===== config.mk =====
export PLATFORM = sky130hd
export DESIGN_NAME = mrg5_random_generator_with_jump
export DESIGN_NICKNAME = d
export VERILOG_FILES = /design/src/hw/rtl/mrg5_pkg.sv /design/src/hw/rtl/mrg5_random_generator_with_jump.sv
export SDC_FILE = /design/constraint.sdc
export NUM_CORES = 2
export LEC_CHECK = 0
export ABC_AREA = 1
export BUFFER_PORTS_ARGS = -buffer_cell sky130_fd_sc_hd__buf_2
export CORE_MARGIN = 8
export CORE_UTILIZATION = 53
export CTS_CLUSTER_DIAMETER = 30
export CTS_CLUSTER_SIZE = 28
export DETAILED_ROUTE_END_ITERATION = 12
export HOLD_SLACK_MARGIN = 0.03
export PLACE_DENSITY = 0.75
export SYNTH_ARGS = -nofsm -noshare
export SYNTH_HDL_FRONTEND = slang
export SYNTH_SLANG_ARGS = --single-unit

===== constraint.sdc =====
create_clock -name clk -period 22.4 [get_ports clk]
set_clock_uncertainty 0.15 [all_clocks]
set_input_delay 4.48 -clock clk [delete_from_list [all_inputs] [get_ports clk]]
set_output_delay 4.48 -clock clk [all_outputs]
set_load 0.05 [all_outputs]

===== src/hw/rtl/mrg5_pkg.sv =====
package mrg5_pkg;

  localparam int unsigned WORD_W    = 31;
  localparam int unsigned NUM_WORDS = 5;
  localparam int unsigned NUM_JUMP  = 9;
  localparam int unsigned NUM_COEF  = 4;
  localparam int unsigned CFG_IDX_W = 3;
  localparam int unsigned SLOT_W    = 5;

  localparam logic [WORD_W-1:0] MRG_M = 31'h7fffffff;
  localparam logic [WORD_W-1:0] MRG_X = 31'd107374182;
  localparam logic [WORD_W-1:0] MRG_Y = 31'd104480;

  localparam logic [1:0] OP_STEP   = 2'd0;
  localparam logic [1:0] OP_JUMP   = 2'd1;
  localparam logic [1:0] OP_RELOAD = 2'd2;

  localparam logic [SLOT_W-1:0] STEP_LAST = 5'd1;
  localparam logic [SLOT_W-1:0] JUMP_LAST = 5'd28;

  // multiplicand select: jump entries s t u v w a b c d, scaled ones, constants
  typedef enum logic [3:0] {
    P_S, P_T, P_U, P_V, P_W, P_A, P_B, P_C, P_D,
    P_SY, P_AY, P_BY, P_CY, P_X, P_Y
  } psel_t;

  typedef enum logic [2:0] {
    Q_Z1, Q_Z2, Q_Z3, Q_Z4, Q_Z5, Q_Y
  } qsel_t;

  typedef enum logic [3:0] {
    D_SY, D_AY, D_BY, D_CY, D_O1, D_O2, D_O3, D_O4, D_O5
  } dest_t;

  typedef struct packed {
    psel_t p;
    qsel_t q;
    logic  first;
    logic  last;
    dest_t dest;
  } uop_t;

  function automatic logic [WORD_W-1:0] red31(input logic [WORD_W-1:0] x);
    red31 = (x == MRG_M) ? '0 : x;
  endfunction

  // sum of three values below 2^31, reduced modulo 2^31-1
  function automatic logic [WORD_W-1:0] red33(input logic [32:0] s);
    logic [31:0] f;
    f = {1'b0, s[30:0]} + {30'd0, s[32:31]};
    if (f >= {1'b0, MRG_M}) begin
      f = f - {1'b0, MRG_M};
    end
    red33 = f[WORD_W-1:0];
  endfunction

  function automatic uop_t step_uop(input logic [SLOT_W-1:0] slot);
    uop_t u;
    case (slot)
      5'd0:    u = '{P_X, Q_Z1, 1'b1, 1'b0, D_O1};
      default: u = '{P_Y, Q_Z5, 1'b0, 1'b1, D_O1};
    endcase
    step_uop = u;
  endfunction

  function automatic uop_t jump_uop(input logic [SLOT_W-1:0] slot);
    uop_t u;
    case (slot)
      5'd0:    u = '{P_S,  Q_Y,  1'b1, 1'b1, D_SY};
      5'd1:    u = '{P_A,  Q_Y,  1'b1, 1'b1, D_AY};
      5'd2:    u = '{P_B,  Q_Y,  1'b1, 1'b1, D_BY};
      5'd3:    u = '{P_C,  Q_Y,  1'b1, 1'b1, D_CY};
      5'd4:    u = '{P_S,  Q_Z1, 1'b1, 1'b0, D_O5};
      5'd5:    u = '{P_T,  Q_Z2, 1'b0, 1'b0, D_O5};
      5'd6:    u = '{P_U,  Q_Z3, 1'b0, 1'b0, D_O5};
      5'd7:    u = '{P_V,  Q_Z4, 1'b0, 1'b0, D_O5};
      5'd8:    u = '{P_W,  Q_Z5, 1'b0, 1'b1, D_O5};
      5'd9:    u = '{P_A,  Q_Z1, 1'b1, 1'b0, D_O4};
      5'd10:   u = '{P_U,  Q_Z2, 1'b0, 1'b0, D_O4};
      5'd11:   u = '{P_V,  Q_Z3, 1'b0, 1'b0, D_O4};
      5'd12:   u = '{P_W,  Q_Z4, 1'b0, 1'b0, D_O4};
      5'd13:   u = '{P_SY, Q_Z5, 1'b0, 1'b1, D_O4};
      5'd14:   u = '{P_B,  Q_Z1, 1'b1, 1'b0, D_O3};
      5'd15:   u = '{P_V,  Q_Z2, 1'b0, 1'b0, D_O3};
      5'd16:   u = '{P_W,  Q_Z3, 1'b0, 1'b0, D_O3};
      5'd17:   u = '{P_SY, Q_Z4, 1'b0, 1'b0, D_O3};
      5'd18:   u = '{P_AY, Q_Z5, 1'b0, 1'b1, D_O3};
      5'd19:   u = '{P_C,  Q_Z1, 1'b1, 1'b0, D_O2};
      5'd20:   u = '{P_W,  Q_Z2, 1'b0, 1'b0, D_O2};
      5'd21:   u = '{P_SY, Q_Z3, 1'b0, 1'b0, D_O2};
      5'd22:   u = '{P_AY, Q_Z4, 1'b0, 1'b0, D_O2};
      5'd23:   u = '{P_BY, Q_Z5, 1'b0, 1'b1, D_O2};
      5'd24:   u = '{P_D,  Q_Z1, 1'b1, 1'b0, D_O1};
      5'd25:   u = '{P_SY, Q_Z2, 1'b0, 1'b0, D_O1};
      5'd26:   u = '{P_AY, Q_Z3, 1'b0, 1'b0, D_O1};
      5'd27:   u = '{P_BY, Q_Z4, 1'b0, 1'b0, D_O1};
      default: u = '{P_CY, Q_Z5, 1'b0, 1'b1, D_O1};
    endcase
    jump_uop = u;
  endfunction

endpackage


===== src/hw/rtl/mrg5_random_generator_with_jump.sv =====
// five-word recursive generator modulo 2^31-1 on one shared multiply-accumulate unit
// path from accept to out_tvalid: step and jump pass S_RUN, S_DRAIN, S_FIN; reload and unused op go to S_FIN
// one item at a time (in_tready only in S_IDLE); the single 31x31 multiply-accumulate unit
// takes one product per cycle (2 for a step, 29 for a jump) in S_RUN, then drains in S_DRAIN
// reset (rst_n low, synchronous): seeds become 1,0,0,0,0, state words load them, no output
module mrg5_random_generator_with_jump (
  input  logic                              clk,
  input  logic                              rst_n,
  input  logic                              in_tvalid,
  output logic                              in_tready,
  // jump_s, jump_t, jump_u, jump_v, jump_w, jump_a, jump_b, jump_c, jump_d, pad
  input  logic [279:0]                      in_tdata,
  // op
  input  logic [1:0]                        in_tuser,
  output logic                              out_tvalid,
  input  logic                              out_tready,
  // random_value, pad
  output logic [31:0]                       out_tdata,
  input  logic                              cfg_we,
  input  logic [mrg5_pkg::CFG_IDX_W-1:0]    cfg_addr,
  input  logic [mrg5_pkg::WORD_W-1:0]       cfg_wdata
);
  import mrg5_pkg::*;

  typedef enum logic [1:0] {
    S_IDLE, S_RUN, S_DRAIN, S_FIN
  } state_t;

  state_t            state_r;
  logic [SLOT_W-1:0] slot_r;
  logic              is_jump_r;
  logic              tag_vld_r;
  logic              tag_first_r;
  logic              tag_last_r;
  dest_t             tag_dest_r;
  logic              out_valid_r;
  logic [WORD_W-1:0] out_data_r;

  logic [WORD_W-1:0] seed_r [NUM_WORDS];
  logic [WORD_W-1:0] z_r    [NUM_WORDS];
  logic [WORD_W-1:0] o_r    [NUM_WORDS];
  logic [WORD_W-1:0] j_r    [NUM_JUMP];
  logic [WORD_W-1:0] coef_r [NUM_COEF];
  logic [WORD_W-1:0] acc_r;
  logic [61:0]       prod_r;

  uop_t              uop;
  logic [WORD_W-1:0] p_val;
  logic [WORD_W-1:0] q_val;
  logic [61:0]       prod_nxt;
  logic [32:0]       sum;
  logic [WORD_W-1:0] acc_nxt;

  assign in_tready  = (state_r == S_IDLE);
  assign out_tvalid = out_valid_r;
  assign out_tdata  = {1'b0, out_data_r};

  always_comb begin
    uop = is_jump_r ? jump_uop(slot_r) : step_uop(slot_r);
    case (uop.p)
      P_S:     p_val = j_r[0];
      P_T:     p_val = j_r[1];
      P_U:     p_val = j_r[2];
      P_V:     p_val = j_r[3];
      P_W:     p_val = j_r[4];
      P_A:     p_val = j_r[5];
      P_B:     p_val = j_r[6];
      P_C:     p_val = j_r[7];
      P_D:     p_val = j_r[8];
      P_SY:    p_val = coef_r[0];
      P_AY:    p_val = coef_r[1];
      P_BY:    p_val = coef_r[2];
      P_CY:    p_val = coef_r[3];
      P_X:     p_val = MRG_X;
      default: p_val = MRG_Y;
    endcase
    case (uop.q)
      Q_Z1:    q_val = z_r[0];
      Q_Z2:    q_val = z_r[1];
      Q_Z3:    q_val = z_r[2];
      Q_Z4:    q_val = z_r[3];
      Q_Z5:    q_val = z_r[4];
      default: q_val = MRG_Y;
    endcase
    prod_nxt = {31'd0, p_val} * {31'd0, q_val};
    sum = {2'b00, prod_r[30:0]} + {2'b00, prod_r[61:31]} +
          (tag_first_r ? 33'd0 : {2'b00, acc_r});
    acc_nxt = red33(sum);
  end

  always_ff @(posedge clk) begin
    if (!rst_n) begin
      state_r     <= S_IDLE;
      slot_r      <= '0;
      is_jump_r   <= 1'b0;
      tag_vld_r   <= 1'b0;
      out_valid_r <= 1'b0;
      seed_r[0]   <= 31'd1;
      z_r[0]      <= 31'd1;
      for (int i = 1; i < NUM_WORDS; i++) begin
        seed_r[i] <= '0;
        z_r[i]    <= '0;
      end
    end else begin
      if (cfg_we && (cfg_addr < CFG_IDX_W'(NUM_WORDS))) begin
        seed_r[cfg_addr] <= cfg_wdata;
      end
      if (out_valid_r && out_tready && (state_r != S_FIN)) begin
        out_valid_r <= 1'b0;
      end

      // multiply stage feeds the accumulate stage in the following cycle, through prod_r and the tags
      tag_vld_r   <= (state_r == S_RUN);
      tag_first_r <= uop.first;
      tag_last_r  <= uop.last;
      tag_dest_r  <= uop.dest;
      prod_r      <= prod_nxt;
      if (tag_vld_r) begin
        acc_r <= acc_nxt;
        if (tag_last_r) begin
          case (tag_dest_r)
            D_SY:    coef_r[0] <= acc_nxt;
            D_AY:    coef_r[1] <= acc_nxt;
            D_BY:    coef_r[2] <= acc_nxt;
            D_CY:    coef_r[3] <= acc_nxt;
            D_O1:    o_r[0]    <= acc_nxt;
            D_O2:    o_r[1]    <= acc_nxt;
            D_O3:    o_r[2]    <= acc_nxt;
            D_O4:    o_r[3]    <= acc_nxt;
            default: o_r[4]    <= acc_nxt;
          endcase
        end
      end

      unique case (state_r)
        S_IDLE: begin
          if (in_tvalid) begin
            for (int i = 0; i < NUM_JUMP; i++) begin
              j_r[i] <= red31(in_tdata[i*WORD_W +: WORD_W]);
            end
            slot_r    <= '0;
            is_jump_r <= (in_tuser == OP_JUMP);
            unique case (in_tuser)
              OP_STEP: begin
                for (int i = 1; i < NUM_WORDS; i++) begin
                  o_r[i] <= z_r[i-1];
                end
                state_r <= S_RUN;
              end
              OP_JUMP: begin
                state_r <= S_RUN;
              end
              OP_RELOAD: begin
                for (int i = 0; i < NUM_WORDS; i++) begin
                  o_r[i] <= red31(seed_r[i]);
                end
                state_r <= S_FIN;
              end
              default: begin
                for (int i = 0; i < NUM_WORDS; i++) begin
                  o_r[i] <= z_r[i];
                end
                state_r <= S_FIN;
              end
            endcase
          end
        end
        S_RUN: begin
          slot_r <= slot_r + 5'd1;
          if (slot_r == (is_jump_r ? JUMP_LAST : STEP_LAST)) begin
            state_r <= S_DRAIN;
          end
        end
        S_DRAIN: begin
          state_r <= S_FIN;
        end
        default: begin
          if (!out_valid_r || out_tready) begin
            for (int i = 0; i < NUM_WORDS; i++) begin
              z_r[i] <= o_r[i];
            end
            out_valid_r <= 1'b1;
            out_data_r  <= o_r[0];
            state_r     <= S_IDLE;
          end
        end
      endcase
    end
  end

endmodule


### After elaboration in Yosys (flattened, before gate mapping)

Memory sizes are Yosys's and may differ from the RTL's. A register that Yosys moved wholly into a read port is not among the register bits.
Index checks and enable logic that the tools add are counted.

* $add $sub $neg: 5
* multiply operators: 1
* magnitude comparators: 2
* eq/ne operators: 46
* muxes and demuxes: 136
* bitwise logic cells: 20
* reduce and logical (&&, ||, !) cells: 26

Operator list (number)
* 2-to-1 mux 31 bit: 39
* == test 31 bit, second input constant: 14
* case mux 31 bit (14 select lines): 1
* case mux 31 bit (5 select lines): 1
* OR reduction 31 bit: 4
* 2-to-1 mux 1 bit: 79
* multiplier 31 x 31 -> 62 bit: 1
* adder 32 x 31 -> 33 bit: 1
* adder 31 x 2 -> 32 bit: 1
* adder 31 x 31 -> 32 bit: 1
* == test 4 x 3 -> 1 bit, second input constant: 8
* greater-or-equal comparator 32 x 31 -> 1 bit, second input constant: 1
* subtractor 31 bit, second input constant: 1
* == test 4 bit, second input constant: 6
* 2-to-1 mux 5 bit: 4
* OR 1 bit: 19
* == test 4 x 2 -> 1 bit, second input constant: 4
* 2-to-1 mux 2 bit: 7
* 2-to-1 mux 13 bit: 1
* 2-to-1 mux 11 bit: 1
* case mux 5 bit (2 select lines): 1
* == test 4 x 1 -> 1 bit, second input constant: 2
* logical NOT 4 bit: 2
* OR reduction 8 bit: 1
* 25 further kinds: 36

* register bits: 140
* memory bits (writable): 868
* memory bits (read-only): 416
* input bits: 321
* output and inout bits: 34
* memories kept: 6

Memories
* (no name shown): depth 32, width 13, read ports 1, clocked after Yosys merged registers in 1, wr ports 0, RTL line mrg5_pkg.sv:68 `case (slot)`
* j_r: depth 9, width 31, read ports 9, clocked after Yosys merged registers in 0, wr ports 9, RTL line mrg5_random_generator_with_jump.sv:42 `logic [WORD_W-1:0] j_r [NUM_JUMP];`
* o_r: depth 5, width 31, read ports 5, clocked after Yosys merged registers in 0, wr ports 5, RTL line mrg5_random_generator_with_jump.sv:41 `logic [WORD_W-1:0] o_r [NUM_WORDS];`
* seed_r: depth 5, width 31, read ports 5, clocked after Yosys merged registers in 0, wr ports 5, RTL line mrg5_random_generator_with_jump.sv:39 `logic [WORD_W-1:0] seed_r [NUM_WORDS];`
* z_r: depth 5, width 31, read ports 5, clocked after Yosys merged registers in 0, wr ports 5, RTL line mrg5_random_generator_with_jump.sv:40 `logic [WORD_W-1:0] z_r [NUM_WORDS];`
* coef_r: depth 4, width 31, read ports 4, clocked after Yosys merged registers in 0, wr ports 1, RTL line mrg5_random_generator_with_jump.sv:43 `logic [WORD_W-1:0] coef_r [NUM_COEF];`

### Logic depth before layout (Yosys ltp)

* word-level depth: 10
* mapped depth: 48

### Least setup slack after synthesis

Ideal clock, no wire load.

* kind: input to register
* start point: input in_tvalid
* end point: memory o_r[0][0] (enable)
* library setup time: 0.506 ns
* data arrival time: 19.108 ns
* required time: 21.744 ns
* setup slack: 2.636 ns
* stages on the path: 4
* buffers on the path: 0
* cells stage by stage: nand2_1 -> nor2_1 -> nand2_1 -> o41ai_1

RTL lines
* from (decl): RTL line mrg5_random_generator_with_jump.sv:9 `input logic in_tvalid,`
* to (decl): RTL line mrg5_random_generator_with_jump.sv:41

### Final worst setup path

* start point: register is_jump_r
* end point: register prod_r[37], data pin

* cells in the longest elaborated chain, start to end: 4

RTL lines
* from (decl): RTL line mrg5_random_generator_with_jump.sv:31 `logic is_jump_r;`
* from (signal assigned): RTL line mrg5_random_generator_with_jump.sv:142 `is_jump_r <= (in_tuser == OP_JUMP);`
* 2-to-1 mux 13 bit *: RTL line mrg5_random_generator_with_jump.sv:59 `uop = is_jump_r ? jump_uop(slot_r) : step_uop(slot_r);`
* == test 4 bit, or another cell as far along: RTL line mrg5_random_generator_with_jump.sv:60 `case (uop.p)`
* case mux 31 bit (14 select lines) or case mux 31 bit (5 select lines) (tied branches): RTL line mrg5_random_generator_with_jump.sv:60, mrg5_random_generator_with_jump.sv:77
* multiplier 31 x 31 -> 62 bit *: RTL line mrg5_random_generator_with_jump.sv:85 `prod_nxt = {31'd0, p_val} * {31'd0, q_val};`
* via prod_nxt[37]: RTL line mrg5_random_generator_with_jump.sv:50 `logic [61:0] prod_nxt;`
* to (signal assigned): RTL line mrg5_random_generator_with_jump.sv:117 `prod_r <= prod_nxt;`
* to (decl): RTL line mrg5_random_generator_with_jump.sv:45 `logic [61:0] prod_r;`

Mark *: on every way through the listed nets, which the timed path passes. The rest lies on a longest branch.
A chain may end at the register's enable or synchronous reset.

==> impl.org <==
** Timing
- In the post-route analysis, the smallest setup slack over all paths is 10140 ps.
- Max transition margin :: between 10% and 20%
- Final count of pins violating max slew :: 0
- The number of hold-slack violations in the final timing report was 0.
- Min cycle time layout :: between 10000 and 15000 ps
- Highest Clock Rate :: slightly above 0.08 GHz
- For the pin with the worst max-slew slack, the measured transition is about 1300 ps.
- Setup total negative slack on the finished layout was measured at 0 ps.
- Setup repair after global routing left no endpoint under its margin.
- Final Setup Violations :: 0
- The worst path uses 54.7% of the clock period.

** Synthesis
- Most frequent cell after synthesis :: sky130_fd_sc_hd__inv_1
- Syn Nets :: about 10k
- For this run, the leading register cell type out of synthesis is sky130_fd_sc_hd__edfxtp_1.
- Count of warnings emitted by yosys :: 0
- Share of synthesized area occupied by flip-flops and latches :: a little under two fifths
- The netlist uses 59 different library cells.
- Post-Syn Area per Cell :: 9.16 um2
- After synthesis, the share of flip-flops with an asynchronous set or reset is 0%.
- The share of synthesized area in the top cell type comes to a little under two fifths.
- After synthesis the cells add up to 79900 um2.
- In this run, synthesis produced a sequential element count of 1020.
- Leading post-synthesis cells by instance count :: 1861 x sky130_fd_sc_hd__inv_1, 1505 x sky130_fd_sc_hd__nand2_1, 1298 x sky130_fd_sc_hd__nor2_1
- Number of flops mapped to enable cells by yosys :: around 1000
- Counting every instance in the synthesized netlist gives approximately 8.7k.
- sky130_fd_sc_hd__edfxtp_1 takes more of the synthesized area than any other cell.
- Synth area leaders :: sky130_fd_sc_hd__edfxtp_1 38%, sky130_fd_sc_hd__fa_1 22%, sky130_fd_sc_hd__inv_1 8.7%

** Floorplanning
- The die covers ~160000 um2.
- For this design the top-level I/O count stands at about 360.
- The floorplan has 142 rows.
- Initial Util :: ~53%
- Measured along the y axis, the die boundary spans about 400 um.
- Placeable core region :: about 150000 um2
- Die W :: 404 um

** Drt
- After detailed routing, the average wire length per cell comes to 24.1 um.
- For this block, the via count after detailed routing is around 65k.
- The detail route stage leaves a number of antenna-violating nets equal to 0.
- Drt drc :: 0
- Dividing the detail-routed via count by the number of cells gives 5.80.
- The routed design has around 270000 um of wire.
- 1st-iter DRT viols :: around 8.4k
- First drt pass iteration count :: 9

** Setup path
- Critical path's slowest cell :: sky130_fd_sc_hd__clkinv_1
- At the worst endpoint, the required time is around 23000 ps.
- STA classifies the critical path startpoint as a flip-flop.
- Arrival time reported for the critical path endpoint :: roughly 13000 ps
- The cell that appears most often on the critical path is sky130_fd_sc_hd__fa_1.
- Class of the most critical setup path :: reg2reg
- Of all nets on the critical path, the largest fanout is 17.
- The worst setup path is captured at a flip-flop.
- On the worst path, the slowest cell contributes a delay of ~870 ps.

** Finish
- After the last flow step, the layout net total stands at approximately 11k.
- The area growth from synthesis to layout is 12.7%.
- Cells with a size suffix above 1 make up between 10% and 20% of the layout.

** Clocking
- The tree built by TritonCTS fans out to roughly 1.0k sinks.
- The later pin in the worst-skew pair is clocked with a latency of around 810 ps.
- In this run, post-CTS hold repair placed 0 buffers.
- Clock tree synthesis inserted a total of approximately 170 buffers.
- Number of buffers on the longest clock path :: 3
- TritonCTS built the clock tree.
- H-tree levels :: 4
- Clock transition at the register clock pins on the worst setup and hold paths after CTS :: 50 ps
- Setup bufs post-CTS :: 0
- Master cell of the clock root buffer :: sky130_fd_sc_hd__clkbuf_16
- The number of gates resized after CTS was 0.

** Place
- Summed over all nets, the half-perimeter wirelength after detailed placement is 205000 um.
- Port buffering added around 350 buffers.
- The congestion estimate from routability-driven global placement came to about 1.0.
- Before CTS, the worst setup slack after placement is ~11000 ps.

** GRT
- The total overflow left after global routing is 0.
- Global-route wire length before repair :: slightly above 400000 um
- Tot GR Track Use :: around 33%
- Initial antenna violation count :: 7
- Number of global-route vias before repair :: between 60k and 70k
- Maximum number of pins on one net before global-route repair :: between 90 and 100

** Status
- The flow ran to the end, and the final reports show no timing, DRC or antenna violations.

** Flow run
- Max-Cap Viols :: 0

** Worst hold path
- In this run the worst hold path is classified as reg2reg.
sequential cells by signal, summed over array words and instances, names as in the netlist, 2 cells and up, named ones only:
signal,cells
tag_dest_r,4
state_r,2
seed_r,155
out_data_r,31
prod_r,62
j_r,279
coef_r,124
slot_r,5
o_r,155
acc_r,31
z_r,155
critical path, delay by kind of cell (launching register included):
family,cells,cell delay (ps)
buffers and inverters,7,2060
flip-flops,1,440
AO/OA/AOI/OAI,11,2920
adder cells (fa/ha/maj),9,3820
AND/OR/NAND/NOR,7,2170
XOR/XNOR,1,390
through the flow:
step           cells  area [um2]  util, %  hold WS (ps)
2_1_floorplan   8721       79900        -           268
3_5_place_dp   10900       84200     56.2           312
5_1_grt        11200       90000     60.1           340
6_report       11200       90000     60.1           323
4_1_cts        11200       90000     60.1           329
3_3_place_gp   10900       84200     56.2           287
logic make-up (layout without fill, tap and decap cells):
group | after synthesis | in the layout | synth area share, %
simple gates | 3385 | 3385 | 17.7
buf+inv | 2247 | 2695 | 10.8
fa+ha+maj | 1170 | 1170 | 26.5
flops | 1020 | 1020 | 38.1
compound gates | 828 | 828 | 6.10
xor+xnor | 70 | 70 | 0.768
other cells | 1 | 11 | 0.00470
placed cells by master (no fill, tap or decap), types with 21 or more instances in the layout:
master                         n
sky130_fd_sc_hd__inv_1      1854
sky130_fd_sc_hd__nand2_1    1501
sky130_fd_sc_hd__nor2_1     1280
sky130_fd_sc_hd__edfxtp_1    998
sky130_fd_sc_hd__fa_1        870
sky130_fd_sc_hd__a21oi_1     384
sky130_fd_sc_hd__buf_2       351
sky130_fd_sc_hd__ha_1        300
sky130_fd_sc_hd__nand3_1     213
sky130_fd_sc_hd__clkbuf_16   170
sky130_fd_sc_hd__buf_4       141
sky130_fd_sc_hd__nand4_1     135
sky130_fd_sc_hd__o21ai_0     123
sky130_fd_sc_hd__a31oi_1     100
sky130_fd_sc_hd__nor4_1       61
sky130_fd_sc_hd__a22oi_1      51
sky130_fd_sc_hd__xor2_1       40
sky130_fd_sc_hd__a211oi_1     37
sky130_fd_sc_hd__a22o_1       35
sky130_fd_sc_hd__nand2_2      33
sky130_fd_sc_hd__xnor2_1      30
sky130_fd_sc_hd__clkinv_1     29
sky130_fd_sc_hd__nor4_2       28
sky130_fd_sc_hd__nor2_2       26
sky130_fd_sc_hd__a221oi_1     22
sky130_fd_sc_hd__dfxtp_1      22
sky130_fd_sc_hd__nor2_4       21
sky130_fd_sc_hd__clkbuf_1     21
area by class of cell:
class / count / area (um2)
clock buffer: 191 / 4330
tap: 2016 / 2520
multi-input combinational: 5454 / 41300
timing repair buffer: 492 / 2820
fill: 12400 / 59800
inverter: 1892 / 7100
sequential: 1020 / 30400
clock inverter: 120 / 1420
antenna: 10 / 25.0
per-layer routing:
metal	routed length, um	vias up	track usage, %
li1	-	28000	-
met1	97700	31800	41.9
met2	123000	4188	51.6
met3	32000	884	7.93
met4	17200	6	17.9
met5	37	-	0
path summary, 6_finish.rpt:
path,start,to,slack [ps],cells after the start
max reg2reg,is_jump_r,prod_r[37],10140,35
min,o_r[0][20],out_data_r[20],320,0
min reg2reg,o_r[0][20],out_data_r[20],320,0
max,is_jump_r,prod_r[37],10140,35
Power is not shown: default switching activity piles up to over one toggle a cycle in this logic, so the estimate is an artifact.
